## src/design/spr_pkg.sv

```systemverilog
// Shared types and constants for the stream pattern replace block.
package spr_pkg;

    localparam int BYTE_W      = 8;
    localparam int PATTERN_MAX = 8;
    localparam int REPLACE_MAX = 8;
    localparam int WIN_DEPTH   = PATTERN_MAX - 1;
    localparam int SLOT_COUNT  = PATTERN_MAX;
    localparam int RUN_DEPTH   = 8;
    localparam int LEN_W       = 4;
    localparam int CFG_IDX_W   = 2;
    localparam int CFG_DATA_W  = 64;

    typedef logic [BYTE_W-1:0] t_byte;
    typedef logic [LEN_W-1:0]  t_len;

    typedef enum logic [CFG_IDX_W-1:0] {
        CFG_PATTERN_BYTES  = 2'd0,
        CFG_PATTERN_LENGTH = 2'd1,
        CFG_REPLACE_BYTES  = 2'd2,
        CFG_REPLACE_LENGTH = 2'd3
    } t_cfg_idx;

endpackage

```

## src/design/spr_in_if.sv

```systemverilog
// Input channel: one text byte per transfer with a final-byte flag.
interface spr_in_if;
    logic             valid;
    logic             ready;
    spr_pkg::t_byte   text_byte;
    logic             text_last;

    modport source (output valid, output text_byte, output text_last, input ready);
    modport sink   (input valid, input text_byte, input text_last, output ready);
endinterface

```

## src/design/spr_out_if.sv

```systemverilog
// Output channel: one rewritten byte per transfer with run and text end flags.
interface spr_out_if;
    logic             valid;
    logic             ready;
    spr_pkg::t_byte   out_byte;
    logic             byte_valid;
    logic             run_last;
    logic             text_end;

    modport source (output valid, output out_byte, output byte_valid, output run_last,
                    output text_end, input ready);
    modport sink   (input valid, input out_byte, input byte_valid, input run_last,
                    input text_end, output ready);
endinterface

```

## src/design/spr_win_cell.sv

```systemverilog
// Window cell: holds one pending byte and compares its slot with a pattern byte.
module spr_win_cell (
    input  logic           i_clk,
    input  logic           i_load,
    input  spr_pkg::t_byte i_load_byte,
    input  spr_pkg::t_byte i_new_byte,
    input  logic           i_take_new,
    input  spr_pkg::t_byte i_pat_byte,
    output spr_pkg::t_byte o_slot,
    output logic           o_match
);

    spr_pkg::t_byte r_byte;

    always_ff @(posedge i_clk) begin
        if (i_load) begin
            r_byte <= i_load_byte;
        end
    end

    // the slot right after the last held byte sees the incoming byte
    assign o_slot  = i_take_new ? i_new_byte : r_byte;
    assign o_match = (o_slot == i_pat_byte);

endmodule

```

## src/design/spr_run_cell.sv

```systemverilog
// Run cell: holds one queued result byte and advances toward the output head.
module spr_run_cell (
    input  logic           i_clk,
    input  logic           i_load,
    input  spr_pkg::t_byte i_load_byte,
    input  logic           i_shift,
    input  spr_pkg::t_byte i_next_byte,
    output spr_pkg::t_byte o_byte
);

    spr_pkg::t_byte r_byte;
    spr_pkg::t_byte n_byte;

    always_comb begin
        n_byte = r_byte;
        if (i_load) begin
            n_byte = i_load_byte;
        end else if (i_shift) begin
            n_byte = i_next_byte;
        end
    end

    always_ff @(posedge i_clk) begin
        r_byte <= n_byte;
    end

    assign o_byte = r_byte;

endmodule

```

## src/design/stream_pattern_replace_unit.sv

```systemverilog
// Stream find-and-replace: top level with window cells, run queue and output register.
// The first result of a byte passes through the run queue cells and the output register
// before it reaches the output port. Throughput: one input byte per cycle while each byte
// yields at most one result and the output does not stall; a byte yielding more than one
// result (up to 8) holds input ready low while the run queue drains.
// Reset (synchronous, active low) empties window, run queue and output register and
// restores pattern 0 of length 1 and an empty replacement.
module stream_pattern_replace_unit (
    input  logic                               i_clk,
    input  logic                               i_rst_n,
    input  logic                               i_cfg_we,
    input  logic [spr_pkg::CFG_IDX_W-1:0]      i_cfg_idx,
    input  logic [spr_pkg::CFG_DATA_W-1:0]     i_cfg_data,
    spr_in_if.sink                             i_text,
    spr_out_if.source                          o_text
);

    localparam int SLOT_W = $clog2(spr_pkg::SLOT_COUNT);
    localparam int WCNT_W = $clog2(spr_pkg::WIN_DEPTH + 1);

    // configuration
    logic [spr_pkg::CFG_DATA_W-1:0] r_pat;
    spr_pkg::t_len                  r_plen;
    logic [spr_pkg::CFG_DATA_W-1:0] r_repl;
    spr_pkg::t_len                  r_rlen;

    // window and run queue control
    logic [WCNT_W-1:0]              r_win_cnt;
    logic [WCNT_W-1:0]              n_win_cnt;
    spr_pkg::t_len                  r_run_cnt;
    spr_pkg::t_len                  n_run_cnt;
    logic                           r_run_end;
    logic                           r_run_bare;

    // output register
    logic                           r_out_vld;
    spr_pkg::t_byte                 r_out_byte;
    logic                           r_out_bv;
    logic                           r_out_rl;
    logic                           r_out_te;

    spr_pkg::t_byte                 slot      [spr_pkg::SLOT_COUNT];
    logic [spr_pkg::SLOT_COUNT-1:0] slot_eq;
    spr_pkg::t_byte                 win_load  [spr_pkg::WIN_DEPTH];
    spr_pkg::t_byte                 run_load  [spr_pkg::RUN_DEPTH];
    spr_pkg::t_byte                 run_byte  [spr_pkg::RUN_DEPTH];

    spr_pkg::t_len                  n_cur;
    spr_pkg::t_len                  plen_eff;
    spr_pkg::t_len                  rlen_eff;
    spr_pkg::t_len                  emit_cnt;
    logic                           match;
    logic                           replace;
    logic                           bare;
    logic                           in_xfer;
    logic                           out_free;
    logic                           move;

    assign out_free     = !r_out_vld || o_text.ready;
    assign move         = (r_run_cnt != '0) && out_free;
    assign i_text.ready = (r_run_cnt == '0) || ((r_run_cnt == 4'd1) && out_free);
    assign in_xfer      = i_text.valid && i_text.ready;

    // configuration writes
    always_ff @(posedge i_clk) begin
        if (!i_rst_n) begin
            r_pat  <= '0;
            r_plen <= 4'd1;
            r_repl <= '0;
            r_rlen <= '0;
        end else if (i_cfg_we) begin
            case (spr_pkg::t_cfg_idx'(i_cfg_idx))
                spr_pkg::CFG_PATTERN_BYTES:  r_pat  <= i_cfg_data;
                spr_pkg::CFG_PATTERN_LENGTH: r_plen <= i_cfg_data[spr_pkg::LEN_W-1:0];
                spr_pkg::CFG_REPLACE_BYTES:  r_repl <= i_cfg_data;
                spr_pkg::CFG_REPLACE_LENGTH: r_rlen <= i_cfg_data[spr_pkg::LEN_W-1:0];
                default: ;
            endcase
        end
    end

    // window cells
    for (genvar gi = 0; gi < spr_pkg::WIN_DEPTH; gi++) begin : g_win
        spr_win_cell u_cell (
            .i_clk       (i_clk),
            .i_load      (in_xfer),
            .i_load_byte (win_load[gi]),
            .i_new_byte  (i_text.text_byte),
            .i_take_new  (r_win_cnt == WCNT_W'(gi)),
            .i_pat_byte  (r_pat[gi*spr_pkg::BYTE_W +: spr_pkg::BYTE_W]),
            .o_slot      (slot[gi]),
            .o_match     (slot_eq[gi])
        );
    end

    // the top slot only ever holds the incoming byte
    assign slot[spr_pkg::SLOT_COUNT-1]    = i_text.text_byte;
    assign slot_eq[spr_pkg::SLOT_COUNT-1] = (i_text.text_byte ==
        r_pat[(spr_pkg::SLOT_COUNT-1)*spr_pkg::BYTE_W +: spr_pkg::BYTE_W]);

    // step decision
    always_comb begin
        n_cur    = spr_pkg::LEN_W'(r_win_cnt) + 4'd1;
        plen_eff = r_plen;
        if (r_plen == '0) begin
            plen_eff = 4'd1;
        end else if (r_plen > spr_pkg::LEN_W'(spr_pkg::PATTERN_MAX)) begin
            plen_eff = spr_pkg::LEN_W'(spr_pkg::PATTERN_MAX);
        end
        rlen_eff = r_rlen;
        if (r_rlen > spr_pkg::LEN_W'(spr_pkg::REPLACE_MAX)) begin
            rlen_eff = spr_pkg::LEN_W'(spr_pkg::REPLACE_MAX);
        end

        match = 1'b1;
        for (int i = 0; i < spr_pkg::SLOT_COUNT; i++) begin
            if ((spr_pkg::LEN_W'(i) < plen_eff) && !slot_eq[i]) begin
                match = 1'b0;
            end
        end

        replace = (n_cur == plen_eff) && match;
        if (replace) begin
            emit_cnt = rlen_eff;
        end else if (i_text.text_last) begin
            emit_cnt = n_cur;
        end else if (n_cur > plen_eff) begin
            // pattern shortened: emit the oldest bytes until plen-1 remain
            emit_cnt = n_cur - plen_eff + 4'd1;
        end else if (n_cur == plen_eff) begin
            emit_cnt = 4'd1;
        end else begin
            emit_cnt = '0;
        end
        bare = i_text.text_last && (emit_cnt == '0);

        n_win_cnt = replace ? '0 : WCNT_W'(n_cur - emit_cnt);
    end

    // window reload: slots shifted down by the number of bytes emitted
    always_comb begin
        logic [spr_pkg::LEN_W-1:0] idx;
        for (int i = 0; i < spr_pkg::WIN_DEPTH; i++) begin
            idx = spr_pkg::LEN_W'(i) + emit_cnt;
            win_load[i] = idx[spr_pkg::LEN_W-1] ? '0 : slot[idx[SLOT_W-1:0]];
        end
    end

    always_comb begin
        for (int j = 0; j < spr_pkg::RUN_DEPTH; j++) begin
            run_load[j] = replace ? r_repl[j*spr_pkg::BYTE_W +: spr_pkg::BYTE_W] : slot[j];
        end
    end

    // run queue cells, head at index zero
    for (genvar gj = 0; gj < spr_pkg::RUN_DEPTH; gj++) begin : g_run
        spr_run_cell u_cell (
            .i_clk       (i_clk),
            .i_load      (in_xfer),
            .i_load_byte (run_load[gj]),
            .i_shift     (move),
            .i_next_byte ((gj == spr_pkg::RUN_DEPTH - 1) ? '0 : run_byte[(gj + 1) % spr_pkg::RUN_DEPTH]),
            .o_byte      (run_byte[gj])
        );
    end

    always_comb begin
        n_run_cnt = r_run_cnt;
        if (in_xfer) begin
            n_run_cnt = bare ? 4'd1 : emit_cnt;
        end else if (move) begin
            n_run_cnt = r_run_cnt - 4'd1;
        end
    end

    always_ff @(posedge i_clk) begin
        if (!i_rst_n) begin
            r_win_cnt  <= '0;
            r_run_cnt  <= '0;
            r_run_end  <= 1'b0;
            r_run_bare <= 1'b0;
            r_out_vld  <= 1'b0;
        end else begin
            r_run_cnt <= n_run_cnt;
            if (in_xfer) begin
                r_win_cnt  <= n_win_cnt;
                r_run_end  <= i_text.text_last;
                r_run_bare <= bare;
            end
            if (move) begin
                r_out_vld <= 1'b1;
            end else if (o_text.ready) begin
                r_out_vld <= 1'b0;
            end
        end
    end

    // hold the output payload until its transfer
    always_ff @(posedge i_clk) begin
        if (move) begin
            r_out_byte <= r_run_bare ? '0 : run_byte[0];
            r_out_bv   <= !r_run_bare;
            r_out_rl   <= (r_run_cnt == 4'd1);
            r_out_te   <= (r_run_cnt == 4'd1) && r_run_end;
        end
    end

    assign o_text.valid      = r_out_vld;
    assign o_text.out_byte   = r_out_byte;
    assign o_text.byte_valid = r_out_bv;
    assign o_text.run_last   = r_out_rl;
    assign o_text.text_end   = r_out_te;

endmodule

```

## src/flat_wrapper.sv

```systemverilog
// flat-port wrapper written by rule: the top's interface ports become plain ports
module stream_pattern_replace_unit_flat 
  (i_clk, i_rst_n, i_cfg_we, i_cfg_idx, i_cfg_data, i_text_valid, i_text_text_byte, i_text_text_last, i_text_ready, o_text_valid, o_text_out_byte, o_text_byte_valid, o_text_run_last, o_text_text_end, o_text_ready);
  spr_in_if i_text_i ();
  spr_out_if o_text_i ();
  input  logic i_clk;
  input  logic i_rst_n;
  input  logic i_cfg_we;
  input  logic [spr_pkg::CFG_IDX_W-1:0] i_cfg_idx;
  input  logic [spr_pkg::CFG_DATA_W-1:0] i_cfg_data;
  input wire logic [$bits(i_text_i.valid)-1:0] i_text_valid;
  input wire logic [$bits(i_text_i.text_byte)-1:0] i_text_text_byte;
  input wire logic [$bits(i_text_i.text_last)-1:0] i_text_text_last;
  output wire logic [$bits(i_text_i.ready)-1:0] i_text_ready;
  output wire logic [$bits(o_text_i.valid)-1:0] o_text_valid;
  output wire logic [$bits(o_text_i.out_byte)-1:0] o_text_out_byte;
  output wire logic [$bits(o_text_i.byte_valid)-1:0] o_text_byte_valid;
  output wire logic [$bits(o_text_i.run_last)-1:0] o_text_run_last;
  output wire logic [$bits(o_text_i.text_end)-1:0] o_text_text_end;
  input wire logic [$bits(o_text_i.ready)-1:0] o_text_ready;
  assign i_text_i.valid = i_text_valid;
  assign i_text_i.text_byte = i_text_text_byte;
  assign i_text_i.text_last = i_text_text_last;
  assign i_text_ready = i_text_i.ready;
  assign o_text_valid = o_text_i.valid;
  assign o_text_out_byte = o_text_i.out_byte;
  assign o_text_byte_valid = o_text_i.byte_valid;
  assign o_text_run_last = o_text_i.run_last;
  assign o_text_text_end = o_text_i.text_end;
  assign o_text_i.ready = o_text_ready;
  stream_pattern_replace_unit u_core (.i_clk(i_clk), .i_rst_n(i_rst_n), .i_cfg_we(i_cfg_we), .i_cfg_idx(i_cfg_idx), .i_cfg_data(i_cfg_data), .i_text(i_text_i), .o_text(o_text_i));
endmodule
```

## config.mk

```make
export PLATFORM = sky130hd
export DESIGN_NAME = stream_pattern_replace_unit_flat
export DESIGN_NICKNAME = d
export VERILOG_FILES = /design/src/design/spr_pkg.sv /design/src/design/spr_in_if.sv /design/src/design/spr_out_if.sv /design/src/design/spr_win_cell.sv /design/src/design/spr_run_cell.sv /design/src/design/stream_pattern_replace_unit.sv /design/src/flat_wrapper.sv
export SDC_FILE = /design/constraint.sdc
export NUM_CORES = 1
export LEC_CHECK = 0
export BUFFER_PORTS_ARGS = -buffer_cell sky130_fd_sc_hd__buf_4
export CAP_MARGIN = 20
export CORE_UTILIZATION = 55
export DETAILED_ROUTE_END_ITERATION = 8
export PLACE_DENSITY = 0.79
export SLEW_MARGIN = 5
export SYNTH_ARGS = -nofsm -noshare
export SYNTH_HDL_FRONTEND = slang
export SYNTH_HIERARCHICAL = 1
export SYNTH_SLANG_ARGS = --single-unit
```

## constraint.sdc

```tcl
create_clock -name i_clk -period 6.67 [get_ports i_clk]
set_clock_uncertainty 0.1 [all_clocks]
set_input_delay 1.334 -clock i_clk [delete_from_list [all_inputs] [get_ports i_clk]]
set_output_delay 1.334 -clock i_clk [all_outputs]
set_load 0.01 [all_outputs]
```

==> results.ini, run 1 <==
[outcome]
status=completed

[synth]
synth_top_family_by_area=multiplexers
synth-simple-area-share=0.1193
synth_mux_area_frac=0.2471
yosys.area.top_type=edfxtp_1
ys_warn_count=6
netlist.area_leader.share=0.2457
synth_area_um2=16010
syn_avg_cell_area_um2=10.46
ys_seq_area_frac=0.4283
synth.distinct_cells=66
synth_fa_ha_area_frac=0.01813
synth_flop_cell=dfxtp_1
synth.ff_latch_count=277
synth_xor_xnor_area_share=0.04526
synth_compound_area_frac=0.1043
postSynth.asyncResetShare=0
ys_top_cells_by_area=edfxtp_1 (25%), dfxtp_1 (18%), mux2_4 (9.9%), nand2_1 (8.1%), mux2_2 (6.8%)
synth_edf_count=131
syn-instance-count=1530

[clock_network]
ctsResizeCount=0
clkLatencyLatePin_ns=0.55
clock-sinks=277
ctsHoldBuffers=0
cts_tree=yes
clk_pin_slew_ns=0.06
cts_buffers=29
cts-root-buf=clkbuf_16
htree_num_levels=1
clockBufferDepth=3
cts_setup_buffers=0

[timing]
post-route-period-util=0.9066
hold_viol=0
setup_ws_ns=0.6228
tightestPinTransition_ns=1.144
setup_viol=0
max_freq_ghz=0.1654
finalCriticalPeriod_ns=6.047
tns_ns=0
drv_slew=0
rsz0062_at_grt=no
slew-limit-headroom=0.2295
fin_hold_ws_ns=0.3539

[critical_path]
end_kind=register
cp-start-kind=register
path_class=register to register
cp_max_fo=32
arrival_ns=6.25
required_ns=6.87

[global_routing]
grt_use_total=0.2956
grt_start_max_net_pins=97
grt_pass1_vias=11895
grt.overflow.total=0
grt_pass1_wl_um=68660
antenna_found_initial=1

[routing]
totalWireLength_um=44720
avgViaCountPerCell=6.165
drc=0
drtIter0Drc=1348
dr_total_vias=12300
drtAntennaViolNets=0
wl_per_cell_um=22.41
dr.pass1.iters=6

[place]
dp_hpwl_um=30110
gp_congestion=0.9245
pre_cts_slack_ns=0.6018
portBuffers=92

[run]
drv_cap=0

[die]
io_pins=93
dieArea_um2=29790
die_height_um=172.6
row_count=62
initial_core_util=0.5577
dieWidth_um=172.6
fp.coreArea_um2=28700

[cells_and_area]
fill_cells=2295
syn_to_final_growth_pct=12.03
drive_gt1_frac=0.2609
multiInputGateArea_um2=8607
register_area_um2=6857
final_cell_mix=nand2_1 (345), a21oi_1 (188), dfxtp_1 (146)
post-route-util=0.6248
fin_nets=1690
layout_commonest_cell=nand2_1

[power]
power.density_nw_per_um2=535.5
cellLeakagePower_nw=6.794
peakVddDrop_v=0.0002573

[hold_path]
hp-class=register to register

final cells by class:
| type | count | area share |
|---|---|---|
| flip-flops and latches | 277 | 0.3823 |
| repair buffers | 117 | 0.05037 |
| diodes | 1 | 0.0001395 |
| well taps | 384 | 0.02679 |
| inverters | 23 | 0.005233 |
| clock inverters | 15 | 0.008721 |
| multi-input cells | 1140 | 0.4799 |
| clock buffers | 38 | 0.04647 |
critical path, cell delays in order, from the launching register on:
cell,delay (ns)
dfxtp_1,0.48
ha_1,0.22
and2_1,0.64
mux2_4,0.40
xnor2_1,0.14
nand4_1,0.13
nor4_2,0.34
and2_1,0.25
o2111ai_1,0.18
o32ai_2,0.49
nand3_4,0.25
mux2_2,0.33
inv_2,0.16
ha_1,0.36
a311oi_4,0.29
buf_12,0.29
mux2i_1,0.27
mux2i_1,0.13
a32o_1,0.30
routing by layer:
| metal | share of wire | track usage |
|---|---|---|
| met4 | 0.040 | 0.1176 |
| met2 | 0.48 | 0.4923 |
| met1 | 0.40 | 0.3879 |
| met5 | 0 | 0 |
| met3 | 0.084 | 0.04222 |
synthesized netlist by cell type (3+ instances only):
cell	instances
o21ai_0	5
buf_2	8
nand3_1	4
o22ai_1	32
mux2_2	97
a21oi_1	188
nor2b_1	13
nor3_1	7
xor2_1	15
a22o_1	18
inv_1	19
nand4_1	9
nor4_2	7
xnor2_2	8
mux2_4	106
nand2b_1	10
a22oi_1	4
or2_1	8
edfxtp_1	131
inv_2	4
ha_1	20
a32o_1	8
and2_1	6
buf_1	14
a211oi_1	3
mux2i_1	86
or2_2	3
a31oi_1	4
xnor2_1	51
buf_4	3
clkbuf_1	55
nor2_1	23
buf_6	17
nand2_1	345
dfxtp_1	146
mux4_2	16
metrics by stage:
step           cells  total power [W]  area [um2]
3_5_place_dp    1941         0.007804       16940
6_report        1995         0.009603       17930
2_1_floorplan   1537         0.006533       16030
3_3_place_gp    1941         0.007677       16940
4_1_cts         1994         0.009498       17930
5_1_grt         1995         0.009978       17930
registers in the layout, summed over array words and instances (netlist names):
| signal | count |
|---|---|
| u_core/r_run_bare | 1 |
| u_core/r_repl | 64 |
| u_core/o_text.valid | 1 |
| u_core/r_win_cnt | 3 |
| u_core/o_text.byte_valid | 1 |
| u_core/r_run_cnt | 4 |
| u_core/r_plen | 4 |
| u_core/o_text.text_end | 1 |
| u_core/r_pat | 64 |
| u_core/r_rlen | 4 |
| u_core/g_run.u_cell/o_byte | 64 |
| u_core/g_win.u_cell/r_byte | 56 |
| u_core/o_text.run_last | 1 |
| u_core/r_run_end | 1 |
| u_core/o_text.out_byte | 8 |
logic make-up after synthesis:
logic type,after synthesis
compound gates,282
xor+xnor,75
buf+inv,120
flops,277
fa+ha+maj,22
mux,308
other cells,1
simple gates,445
path summary, 6_finish.rpt:
path,startpoint,end,slack (ns),depth (start not counted)
worst min register to register,u_core/r_repl[15],u_core/r_repl[15],0.35,2
worst max-delay path,u_core/r_win_cnt[0],u_core/g_win[3].u_cell/r_byte[1],0.62,18
worst max register to register,u_core/r_win_cnt[0],u_core/g_win[3].u_cell/r_byte[1],0.62,18
worst min-delay path,u_core/r_repl[15],u_core/r_repl[15],0.35,2
power breakdown:
| group | internal (W) | switching [W] | leakage [nW] |
|---|---|---|---|
| clock | 0.000995 | 0.000681 | 0.491 |
| sequential | 0.00264 | 0.000172 | 2.46 |
| combinational | 0.00230 | 0.00281 | 3.84 |
Note: power is estimated with default switching activity, not from simulation.
==> run 2: changes to the inputs <==
Settings changed: PLACE_DENSITY 0.79 to 0.82.
Clock period 6.67 ns to 5.55 ns, I/O delays scaled along.
==> run 2 against run 1 <==
  * Die area unchanged
  * Wire length increased by 4.8%
  * Global-route usage up 1.4 points
  * Final cell count up 1.9%
  * First-iteration DRC count decreased by 0.30%
  * Via count up 2.6%
  * Sequential power is 20% higher
  * Register-to-register slack worse by 0.34 ns
  * Design area up 2.2%
  * Sequential share of layout area shrank 0.83 points
  * Largest power group unchanged
==> results.ini, run 2 (synthesized netlist as in run 1, its figures left out) <==
[clock_network]
cts-root-buf=clkbuf_16
clockBufferDepth=3
cts_buffers=30
clock-sinks=277
clkLatencyLatePin_ns=0.56
clk_pin_slew_ns=0.06
cts_setup_buffers=0
cts_tree=yes
htree_num_levels=1

[global_routing]
grt_pass1_vias=12310
grt.overflow.total=0
grt_start_max_net_pins=88
grt_use_total=0.3092
grt_pass1_wl_um=71600
antenna_found_initial=1

[routing]
avgViaCountPerCell=6.206
totalWireLength_um=46840
drtIter0Drc=1344
dr_total_vias=12617
drtAntennaViolNets=0
dr.pass1.iters=6
drc=0
wl_per_cell_um=23.04

[critical_path]
max_stage_delay_ns=0.43
r2r_start=u_core/r_win_cnt[1]
r2r-end=u_core/g_win[3].u_cell/r_byte[5]
reg2reg_depth=20
path_cells=inv_1 > ha_1 > and2_1 > buf_4 > mux2_4 > xnor2_1 > nand4_1 > nor4_4 > and2_1 > o2111ai_1 > o32ai_2 > nand3_4 > mux2_2 > inv_2 > ha_1 > a311oi_4 > buf_12 > mux2i_1 > mux2i_1 > a32o_1
arrival_ns=5.48
r2r_setup_slack_ns=0.28
path_class=register to register
worst-path-buf-inv=4
end_kind=register
cp-start-kind=register
cp_slowest_cell=nor4_4
required_ns=5.76
cp_max_fo=32
path_delay_family=simple AND/OR/NAND/NOR gates

[run]
drv_cap=0

[timing]
slew-limit-headroom=0.3557
setup_viol=0
tns_ns=0
hold_viol=0
drv_slew=0
max_freq_ghz=0.1898
finalCriticalPeriod_ns=5.267
fin_hold_ws_ns=0.3549
post-route-period-util=0.9491
tightestPinTransition_ns=0.9665
rsz0062_at_grt=no

[die]
fp.coreArea_um2=28700
io_pins=93
initial_core_util=0.5577
die_height_um=172.6
dieWidth_um=172.6
row_count=62
dieArea_um2=29790

[cells_and_area]
fill_cells=2214
final_cell_mix=nand2_1 (344), a21oi_1 (188), dfxtp_1 (146)
layout_commonest_cell=nand2_1
n_antenna_cell=0
fin_nets=1727
fin_cells=2033
multiInputGateArea_um2=8618
drive_gt1_frac=0.2790
register_area_um2=6857
syn_to_final_growth_pct=14.51

[hold_path]
holdCritStartpoint=u_core/r_repl[55]
hold_end=u_core/r_repl[55]
whs_path_depth=2
hp-class=register to register

[place]
dp_hpwl_um=31980
post-place-cells=1976
portBuffers=92
gp_congestion=0.9589

[power]
peakVddDrop_v=0.0003126
power.density_nw_per_um2=649.0
cellLeakagePower_nw=7.022

[outcome]
status=completed

-- run 2: how the worst max path moves through the flow --
stage	startpoint	endpoint	cells past startpoint
floorplan	i_text_text_byte[3]	u_core/g_win[3].u_cell/r_byte[1]	18
finish	u_core/r_win_cnt[1]	u_core/g_win[3].u_cell/r_byte[5]	20
CTS	u_core/r_win_cnt[0]	u_core/g_win[2].u_cell/r_byte[2]	19
global route	u_core/r_win_cnt[1]	u_core/g_win[3].u_cell/r_byte[0]	20
detailed placement	i_text_text_byte[4]	u_core/g_win[2].u_cell/r_byte[2]	18
global placement	i_text_text_byte[4]	u_core/g_win[2].u_cell/r_byte[5]	18
-- run 2: what timing repair did --
| action | 4_1_cts | 5_1_grt |
|---|---|---|
| hold buffers | 0 | 0 |
| gates resized for setup | 0 | 2 |
| endpoints found under the setup margin | 0 | 9 |
-- run 2: per-layer routing --
metal | track usage | wire length, um | part of all wire
met1 | 0.4056 | 18760 | 0.40
met3 | 0.04727 | 4084 | 0.087
met4 | 0.1384 | 2303 | 0.049
met5 | 0 | 0 | 0
met2 | 0.5059 | 21700 | 0.46
-- run 2: cell type report --
cell class              count  share of cell area
repair buffers            153             0.06812
well taps                 384             0.02621
clock buffers              45             0.05140
inverters                  23            0.005119
clock inverters            11            0.004915
multi-input cells        1140              0.4702
flip-flops and latches    277              0.3741
-- run 2: through the flow --
stage / instance area (um2) / util / power [W] / worst slack [ns]
detailed placement: 17280 / 0.6020 / 0.009654 / -0.04285
global route: 18330 / 0.6386 / 0.01232 / 0.06692
global placement: 17280 / 0.6020 / 0.009521 / 0.02939
floorplan: 16030 / - / 0.007852 / 0.1579
finish: 18330 / 0.6386 / 0.01190 / 0.2826
CTS: 18310 / 0.6380 / 0.01173 / 0.02994
-- run 2: report_power, final --
part           switching [W]  total [W]  leakage (nW)  internal [W]
clock network       0.000840    0.00206         0.513       0.00122
logic                0.00349    0.00644          4.05       0.00295
registers           0.000215    0.00339          2.46       0.00318
-- run 2: worst register-to-register path: cells and delay by family (launching register included) --
family / cells / cell delay [ns]
AOI/OAI and AO/OA: 4 / 1.00
xor gates and xnor gates: 1 / 0.15
adders and majority gates: 2 / 0.43
buffers and inverters: 4 / 0.64
DFF: 1 / 0.37
muxes: 4 / 1.07
and+or+nand+nor: 5 / 1.25
==> run 3: changes to the inputs <==
Settings changed: RECOVER_POWER from default to 100.
==> run 3 against run 2 <==
  * The run now ends with capacitance limit, slew limit left
  * Global-route usage is the same
  * Hold slack better by 0.0020 ns
  * Core utilization down 0.84 points
  * Final cell count did not move
  * Clock power about the same
  * First-iteration DRC count rose by 4.8%
  * Flip-flop and latch count is the same
  * Largest cell class unchanged
  * Largest power group unchanged
==> results.ini, run 3 (synthesized netlist as in run 1, its figures left out) <==
[routing]
drtIter0Drc=1409
wl_per_cell_um=23.10
totalWireLength_um=46960
drtAntennaViolNets=0
dr_total_vias=12664
dr.pass1.iters=5
drc=0
avgViaCountPerCell=6.229

[power]
peakVddDrop_v=0.0002990
power.density_nw_per_um2=642.0
cellLeakagePower_nw=6.801
comb_power_share=0.530
p_switching_w=0.004519
swShare=0.3891
internal_power_w=0.007094
seq_power_share=0.292
p_clk_frac=0.177

[timing]
drv_slew=120
setup_ws_ns=0.1556
setup_viol=0
tightestPinTransition_ns=3.324
slew-limit-headroom=-1.228
finalCriticalPeriod_ns=5.394
rsz0062_at_grt=no
post-route-period-util=0.9720
hold_viol=0
max_freq_ghz=0.1854

[outcome]
status=complete, but fails checks
failed_checks=capacitance limit, slew limit

[critical_path]
required_ns=5.79
cp_slowest_cell=nor4_4
max_stage_delay_ns=0.43
path_cells=inv_1 > ha_1 > and2_0 > buf_4 > mux2_4 > xnor2_1 > nand4_1 > nor4_4 > and2_1 > o2111ai_1 > o32ai_2 > nand3_4 > mux2_1 > inv_1 > ha_1 > clkbuf_2 > mux4_2 > nand2_1 > a21oi_1
arrival_ns=5.64
cp-start-kind=register
path_class=register to register
end_kind=register
cp_max_fo=16

[clock_network]
ctsResizeCount=0
clockBufferDepth=3
clk_pin_slew_ns=0.06
clock-sinks=277
cts_setup_buffers=0
cts-root-buf=clkbuf_16
cts_buffers=30
htree_num_levels=1
cts_tree=yes
clkLatencyLatePin_ns=0.56
ctsHoldBuffers=0

[global_routing]
grt.overflow.total=0
grt_pass1_wl_um=71600
grt_use_total=0.3092
antenna_found_initial=1
grt_start_max_net_pins=88
grt_pass1_vias=12310

[die]
row_count=62
initial_core_util=0.5577
fp.coreArea_um2=28700
die_height_um=172.6
dieArea_um2=29790
io_pins=93
dieWidth_um=172.6

[cells_and_area]
layout_commonest_cell=nand2_1
n_antenna_cell=0
fin_nets=1727
final_cell_mix=nand2_1 (344), a21oi_1 (188), dfxtp_1 (146)
syn_to_final_growth_pct=13.01
post-route-util=0.6303
drive_gt1_frac=0.2286

[run]
drv_cap=3

[place]
dp_hpwl_um=31980
portBuffers=92
gp_congestion=0.9589
pre_cts_slack_ns=-0.04285

[hold_path]
hp-class=register to register

==> run 3: layer usage <==
metal	GRT usage	vias up	share of wire
met1	0.4056	6152	0.40
met4	0.1384	0	0.050
met5	0	-	0
met3	0.04727	130	0.090
met2	0.5059	746	0.46
li1	-	5636	-
==> run 3: power by group through the flow <==
stage	Clock [W]	Combinational, W	Sequential [W]
2_1_floorplan	0	0.00447	0.00338
3_3_place_gp	0	0.00612	0.00341
3_5_place_dp	0	0.00622	0.00343
4_1_cts	0.00208	0.00626	0.00339
5_1_grt	0.00216	0.00644	0.00344
6_report	0.00206	0.00616	0.00339
==> run 3: per-stage QoR <==
step | area, um2 | setup TNS [ns] | std cells | hold slack [ns] | total power, W
3_5_place_dp | 17280 | -0.2310 | 1976 | 0.3482 | 0.009654
4_1_cts | 18310 | 0 | 2032 | 0.3568 | 0.01173
6_report | 18090 | 0 | 2033 | 0.3569 | 0.01161
5_1_grt | 18090 | 0 | 2033 | 0.3709 | 0.01204
2_1_floorplan | 16030 | 0 | 1537 | 0.3319 | 0.007852
3_3_place_gp | 17280 | 0 | 1976 | 0.3396 | 0.009521
==> run 3: final timing paths <==
check	endpoint	slack (ns)	depth (start not counted)	start
setup / recovery	u_core/g_win[5].u_cell/r_byte[5]	0.16	19	u_core/r_win_cnt[1]
hold / removal	u_core/r_repl[12]	0.36	2	u_core/r_repl[12]
setup reg to reg	u_core/g_win[5].u_cell/r_byte[5]	0.16	19	u_core/r_win_cnt[1]
hold reg to reg	u_core/r_repl[12]	0.36	2	u_core/r_repl[12]
==> run 3: worst max-delay path, delay by kind of cell, from the launching register on <==
family / cells / cell delay [ns]
DFF: 1 / 0.37
muxes: 3 / 1.12
buffers and inverters: 4 / 0.82
adders and majority gates: 2 / 0.45
xor gates and xnor gates: 1 / 0.15
AOI/OAI and AO/OA: 3 / 0.83
and+or+nand+nor: 6 / 1.32
==> run 3: area by class of cell <==
type	count	area (um2)
clock buffer	45	942.2
sequential	277	6857
multi-input combinational	1140	8464
clock inverter	11	90.09
fill	2292	10610
timing repair buffer	153	1164
inverter	23	92.59
tap	384	480.5
